===== src/hdl/tdpt_pkg.sv =====
// Shared constants and types for the trial-division prime test.
`default_nettype none
package tdpt_pkg;

    // Width of the signed candidate word.
    localparam int VALUE_BITS = 32;
    // Magnitude bits of a non-negative candidate.
    localparam int N_BITS     = VALUE_BITS - 1;
    // Trial divisors never pass the square root of the candidate plus two.
    localparam int D_BITS     = VALUE_BITS / 2 + 1;
    // Running square of the divisor.
    localparam int SQ_BITS    = 2 * D_BITS;
    // Step counter of the serial remainder unit.
    localparam int CNT_BITS   = $clog2(N_BITS + 1);
    // tdata widths, rounded up to whole bytes.
    localparam int S_TDATA_BITS = ((VALUE_BITS + 7) / 8) * 8;
    localparam int M_TDATA_BITS = 8;

    // Status from the remainder unit to the sequencer.
    typedef struct packed {
        logic done;
        logic zero;
    } mod_status_t;

    // Sequencer states, one-hot.
    typedef enum logic [3:0] {
        ST_IDLE   = 4'b0001,
        ST_CHECK  = 4'b0010,
        ST_DIVIDE = 4'b0100,
        ST_REPORT = 4'b1000
    } state_t;

endpackage
`default_nettype wire


===== src/hdl/tdpt_mod_unit.sv =====
// Bit-serial restoring remainder unit: one dividend bit per cycle.
`default_nettype none
module tdpt_mod_unit (
    input  wire logic                          aclk,
    input  wire logic                          aresetn,
    input  wire logic                          start,
    input  wire logic [tdpt_pkg::N_BITS-1:0]   dividend,
    input  wire logic [tdpt_pkg::D_BITS-1:0]   divisor,
    output tdpt_pkg::mod_status_t              status
);

    logic [tdpt_pkg::N_BITS-1:0]   shift_reg, shift_next;
    logic [tdpt_pkg::D_BITS-1:0]   divisor_reg, divisor_next;
    logic [tdpt_pkg::D_BITS:0]     rem_reg, rem_next;
    logic [tdpt_pkg::CNT_BITS-1:0] cnt_reg, cnt_next;
    logic                          running_reg, running_next;
    logic                          done_reg, done_next;
    logic [tdpt_pkg::D_BITS:0]     trial;

    // The partial remainder stays below the divisor, so the shifted value
    // is below twice the divisor and a single subtract restores it.
    assign trial = {rem_reg[tdpt_pkg::D_BITS-1:0], shift_reg[tdpt_pkg::N_BITS-1]};

    always_comb begin
        shift_next   = shift_reg;
        divisor_next = divisor_reg;
        rem_next     = rem_reg;
        cnt_next     = cnt_reg;
        running_next = running_reg;
        done_next    = 1'b0;
        if (start) begin
            shift_next   = dividend;
            divisor_next = divisor;
            rem_next     = '0;
            cnt_next     = tdpt_pkg::CNT_BITS'(tdpt_pkg::N_BITS);
            running_next = 1'b1;
        end else if (running_reg) begin
            shift_next = {shift_reg[tdpt_pkg::N_BITS-2:0], 1'b0};
            if (trial >= {1'b0, divisor_reg}) begin
                rem_next = trial - {1'b0, divisor_reg};
            end else begin
                rem_next = trial;
            end
            cnt_next = cnt_reg - tdpt_pkg::CNT_BITS'(1);
            if (cnt_reg == tdpt_pkg::CNT_BITS'(1)) begin
                running_next = 1'b0;
                done_next    = 1'b1;
            end
        end
    end

    always_ff @(posedge aclk) begin
        if (!aresetn) begin
            running_reg <= 1'b0;
            done_reg    <= 1'b0;
            cnt_reg     <= '0;
        end else begin
            running_reg <= running_next;
            done_reg    <= done_next;
            cnt_reg     <= cnt_next;
        end
        shift_reg   <= shift_next;
        divisor_reg <= divisor_next;
        rem_reg     <= rem_next;
    end

    assign status.done = done_reg;
    assign status.zero = (rem_reg == '0);

    a_no_restart: assert property (@(posedge aclk) disable iff (!aresetn)
        start |-> !running_reg)
        else $error("remainder unit restarted while running");

    a_done_idle: assert property (@(posedge aclk) disable iff (!aresetn)
        done_reg |-> !running_reg)
        else $error("remainder unit reports done while still running");

    a_rem_bound: assert property (@(posedge aclk) disable iff (!aresetn)
        running_reg |-> (rem_reg < {1'b0, divisor_reg}))
        else $error("partial remainder reached the divisor");

    a_done_after_run: assert property (@(posedge aclk) disable iff (!aresetn)
        done_reg |-> $past(running_reg))
        else $error("done raised without a preceding run");

endmodule
`default_nettype wire


===== config.mk =====
export PLATFORM = sky130hd
export DESIGN_NAME = tdpt_mod_unit
export DESIGN_NICKNAME = d
export VERILOG_FILES = /design/src/hdl/tdpt_pkg.sv /design/src/hdl/tdpt_mod_unit.sv
export SDC_FILE = /design/constraint.sdc
export NUM_CORES = 1
export LEC_CHECK = 0
export ABC_AREA = 0
export BUFFER_PORTS_ARGS = -buffer_cell sky130_fd_sc_hd__buf_4
export CAP_MARGIN = 15
export CORE_ASPECT_RATIO = 1.25
export CORE_MARGIN = 10
export CORE_UTILIZATION = 40
export DETAILED_ROUTE_END_ITERATION = 16
export MAX_ROUTING_LAYER = met4
export PLACE_DENSITY = 0.65
export SLEW_MARGIN = 20
export SYNTH_ARGS = -nofsm -noshare
export SYNTH_HDL_FRONTEND = slang
export SYNTH_SLANG_ARGS = --single-unit

===== constraint.sdc =====
create_clock -name aclk -period 2.6 [get_ports aclk]
set_input_delay 0.78 -clock aclk [delete_from_list [all_inputs] [get_ports aclk]]
set_output_delay 0.78 -clock aclk [all_outputs]
set_load 0.02 [all_outputs]

## Word-level counts from Yosys, hierarchy flattened

Cells that the tools add are included.

| operators by class | value |
|---|---|
| add/subtract/negate cells | 2 |
| multiply operators | 0 |
| div/mod/pow operators | 0 |
| magnitude comparators | 1 |
| equality and inequality tests | 1 |
| shift-type cells | 0 |
| multiplexer cells | 9 |
| bitwise gates (word level) | 2 |
| reduce and logical (&&, ||, !) cells | 3 |

Operators by type and width:

| operator | number |
|---|---|
| 31-bit two-way mux | 2 |
| 18-bit by 17-bit >= comparator with 1-bit output | 1 |
| 18-bit zero test | 1 |
| 18-bit two-way mux | 1 |
| 18-bit by 17-bit subtractor with 18-bit output | 1 |
| 5-bit two-way mux | 2 |
| 5-bit by 1-bit == test with 1-bit output, second input constant | 1 |
| 5-bit by 1-bit subtractor with 5-bit output, second input constant | 1 |
| 1-bit two-way mux | 4 |
| 3-bit OR reduction | 1 |
| 1-bit inverter | 2 |
| 2-bit nonzero test | 1 |

| storage, ports and cells | value |
|---|---|
| flip-flop bits (word level) | 73 |
| latch bits | 0 |
| memory bits (writable) | 0 |
| ROM bits | 0 |
| input port bits | 51 |
| output and inout port bits | 2 |
| word-level logic and storage cells | 24 |
| memories | 0 |

## Logic depth before layout (Yosys ltp)

| logic depth | value |
|---|---|
| depth in word-level cells | 4 |
| mapped depth | 11 |
| gate-level depth less buffers | 10 |

## Worst setup path before layout

Ideal clock, no wire load.

| path | value |
|---|---|
| path kind | reg2out |
| from | register rem_reg[1] (netlist bit) |
| to | output status[0] (netlist bit) |
| data arrival time | 1.509 ns |
| required time | 1.820 ns |
| slack | 0.311 ns |
| stages on the path, launching flop included | 3 |
| path buffers | 0 |
| cells stage by stage | dfxtp_1 > or4_1 > nor4_1 |

RTL lines:

| element | line | source |
|---|---|---|
| start: declaration | tdpt_mod_unit.sv:14 | `logic [tdpt_pkg::D_BITS:0] rem_reg, rem_next;` |
| start signal: assignment | tdpt_mod_unit.sv:64 | `rem_reg <= rem_next;` |
| end: declaration | tdpt_mod_unit.sv:9 | `output tdpt_pkg::mod_status_t status` |

==> results.txt <==
* Global-route wire length before repair: around 14000 µm
* Relative slew slack: 0.607
* Starting utilization of the core area: 0.407
* Synth unique cells: 47
- The clock net in this run drives a total of 73 sinks.
- Post-detailed-route DRC marker count: 0
- The kind of cell with the highest combined delay along the critical path is simple AND/OR/NAND/NOR gates.
- In this run the core area contains 40 standard-cell rows.
* Routability cong.: a little under 0.9
- Routed via count divided by cell count: roughly 5.2
- Total congestion overflow after global routing: 0
- The routed layout has ~2.8k vias.
- Diodes inserted: 0
- Number of antenna violations at the first check in global routing: 0
- VDD sags by at most between 0.4 and 0.5 mV.
- Slowest-stage cell, CP: or4_1
* Arrival time of the worst setup path: about 1.7 ns
- For the worst-skew pair, the clock arrives at the later sink with an insertion delay of ~0.34 ns.
* Area of the placeable core: between 9000 and 10000 µm²
- CP max FO: 4
* Cell taking the most area after synthesis: edfxtp_1
- Setup violations remaining at the end of the flow were counted as 0.
* Highest attainable clock frequency: around 400 MHz
- Root Buffer: clkbuf_16
- Among all flip-flop cells after synthesis, the most frequent one is edfxtp_1.
- The H-tree was split into 3 levels.
* Share of Yosys cell area claimed by the top area cell type: 0.369
* TritonCTS clock tree: done
- In this run, synthesis produced a sequential element count of 73.
- Type of the tightest min-delay check: reg2reg
- After technology mapping, the gate count stands at 359.
* DP Wirelength: between 6000 and 7000 µm
* Worst EP required: ~1.8 ns
- Timing analysis after detailed placement gives a worst setup slack of roughly 0.1 ns.
- After detailed routing, the total wire length is roughly 8700 µm.
* Post-CTS Hold Fix Bufs: 0
- In this run the static leakage power is ~2 nW.
- Chip Height: 131 µm
- Crit end category: primary output
* Synth area leaders: edfxtp_1 37%, dfxtp_1 13%, mux2_2 8.9%, ha_1 6.1%, mux2i_1 3.3%
- Antenna viol nets, final: 0
- Area enclosed by the die boundary: 14200 µm²
- Largest net degree at the start of global routing: 29
* Total clock buffers created by CTS: 9
* Yosys warning count: 0
* CP Launch Type: flip-flop
* DRT iter0 DRCs: roughly 120
* Post-route fraction of the period consumed by the critical path: 0.957
- Area growth, synth to finish: 23.7%
* Maxcap violations: 0
- Filler Cell Count: approximately 900
- At the end of the flow the core is filled with cells to 0.504.
- Net count of the mapped netlist: 430
- Number of detailed-route iterations in the first pass: 4
- Total count of hold-check failures in the final report: 0
- EDFF count, synth: 48
* Clock slew at reported path FFs: approximately 0.060 ns
- Once layout is done, the placed cells without fillers occupy approximately 4800 µm².
- Summing internal, switching and leakage power gives about 3.2 mW.
- Across every metal layer, demand over resource in global routing totals 0.132.
- CTS Buffer Depth: 2
- The critical path goes through or4_1 -> nor4_1 -> buf_4.
- Input and output buffers added on the ports amount to 52.
- Post-synthesis instance area: about 3900 µm²
- The register with the most flip-flops in the layout has 31 of them.
- Slowest Stage Delay on Critical Path: ~0.56 ns
- Counting both buffers and inverters, the worst setup path holds a total of 1.
* Proportion of register bits with asynchronous set or reset after synthesis: 0
- After layout, the worst setup slack is approximately 0.11 ns.
- In the final routed layout, each cell accounts on average for about 16 µm.
- Syn_area_per_cell: 10.9 µm²
- Setup tns final: 0 ns
- Final layout net count: 486
- The via count of the first global-routing pass is between 2k and 3k.
- Final Slew Violations: 0
- Status: complete, no violations
* Pwr dens: ~670 nW/µm²
- Of the synthesized area, sequential elements account for 0.496.
- Die X-Extent: around 110 µm
* IO Count: 53
- The critical path is of the reg2out type.
- In this run the cell area measured after placement is 4460 µm².
* Actual transition at the worst max-transition pin: slightly below 0.6 ns
* Setup repair after global routing missed its margin: no
* Clock Skew: between 0.007 and 0.008 ns
* Fraction of layout cells with a size suffix above 1: 0.281
- The smallest clock period supported by the final layout is computed as approximately 2.5 ns.
==> cells by family after synthesis <==
family,after synthesis,synth area share
adder cells (fa/ha/maj),20,0.0659
buffers and inverters,47,0.0521
AND/OR/NAND/NOR,88,0.107
AO/OA/AOI/OAI,70,0.118
XOR/XNOR,17,0.0381
multiplexers,44,0.123
flip-flops,73,0.496
==> final cells by class <==
| class | instances | area [µm²] | share of cell area |
|---|---|---|---|
| repair buffers | 64 | 513 | 0.106 |
| clock inverters | 6 | 116 | 0.0240 |
| multi-input cells | 239 | 1780 | 0.367 |
| inverters | 28 | 105 | 0.0217 |
| clock buffers | 10 | 229 | 0.0473 |
| well taps | 126 | 158 | 0.0326 |
| flip-flops and latches | 73 | 1940 | 0.401 |
==> worst reg2reg max path, stage by stage (launching register included) <==
cell and delay (ns):
edfxtp_1 0.32, inv_1 0.05, ha_2 0.19, fa_2 0.34
nand2b_1 0.17, a21o_1 0.24, a21oi_4 0.15, o21ai_2 0.11
o21ai_4 0.30, buf_12 0.18, mux2i_1 0.07, a211oi_1 0.24
==> synth_stat cells (8+ instances only) <==
cell and instances:
xnor2_1 8, inv_1 28, mux2_2 31, dfxtp_1 25
ha_1 19, o21ai_0 19, nand3_1 8, mux2i_1 13
nor2_1 23, xor2_1 9, clkbuf_1 9, a21oi_1 17
edfxtp_1 48, nand2_1 28
==> layer usage <==
| layer | routed length (µm) | vias up | share of wire | GRT usage |
|---|---|---|---|---|
| met3 | 373 | 10 | 0.043 | 0.0343 |
| met4 | 129 | 0 | 0.015 | 0.0653 |
| met5 | 0 | - | 0 | - |
| met2 | 4240 | 79 | 0.49 | 0.206 |
| met1 | 3920 | 1340 | 0.45 | 0.153 |
| li1 | - | 1408 | - | - |
==> worst paths after layout <==
kind            startpoint    endpoint  slack, ns  cells past startpoint
min reg2reg     rem_reg[4]  rem_reg[4]       0.50                      2
max             rem_reg[1]   status[0]       0.11                      3
min             rem_reg[4]  rem_reg[4]       0.50                      2
max reg2reg  shift_reg[30]  rem_reg[9]       0.14                     11
==> cells in the final DEF (no fill, tap or decap), types with 2 or more instances in the layout <==
cell type / n
a21oi_1: 17
nor4_1: 3
nor3_1: 5
o311ai_0: 2
o211ai_1: 2
clkinv_4: 3
a31oi_1: 4
clkbuf_16: 9
buf_6: 2
mux2i_1: 13
xnor2_1: 8
xor2_1: 9
mux2_2: 31
inv_1: 28
o21a_1: 2
nor2b_1: 3
nand4_1: 6
o21ai_0: 19
nand2b_1: 5
a21o_1: 7
ha_1: 18
buf_4: 60
nand3_1: 8
buf_12: 2
a211oi_1: 6
nor2_1: 23
dfxtp_1: 25
nand2_1: 28
edfxtp_1: 48
bufinv_16: 3
==> power by group <==
group	switching, mW	total [mW]	internal (mW)
combinational	0.223	0.436	0.213
clock	0.481	1.42	0.942
sequential	0.0362	1.38	1.34
==> per-stage QoR <==
stage | std cells | hold WS, ns
after floorplan | 359 | 0.451
after global placement | 528 | 0.488
after detailed placement | 528 | 0.486
after CTS | 544 | 0.503
after global routing | 546 | 0.526
final | 546 | 0.502
==> what timing repair did <==
action	CTS	global route
setup buffers	0	2
hold endpoints to repair	0	0
resized for setup	0	5
endpoints found under the setup margin	0	14
Note: power is estimated with default switching activity, not from simulation.
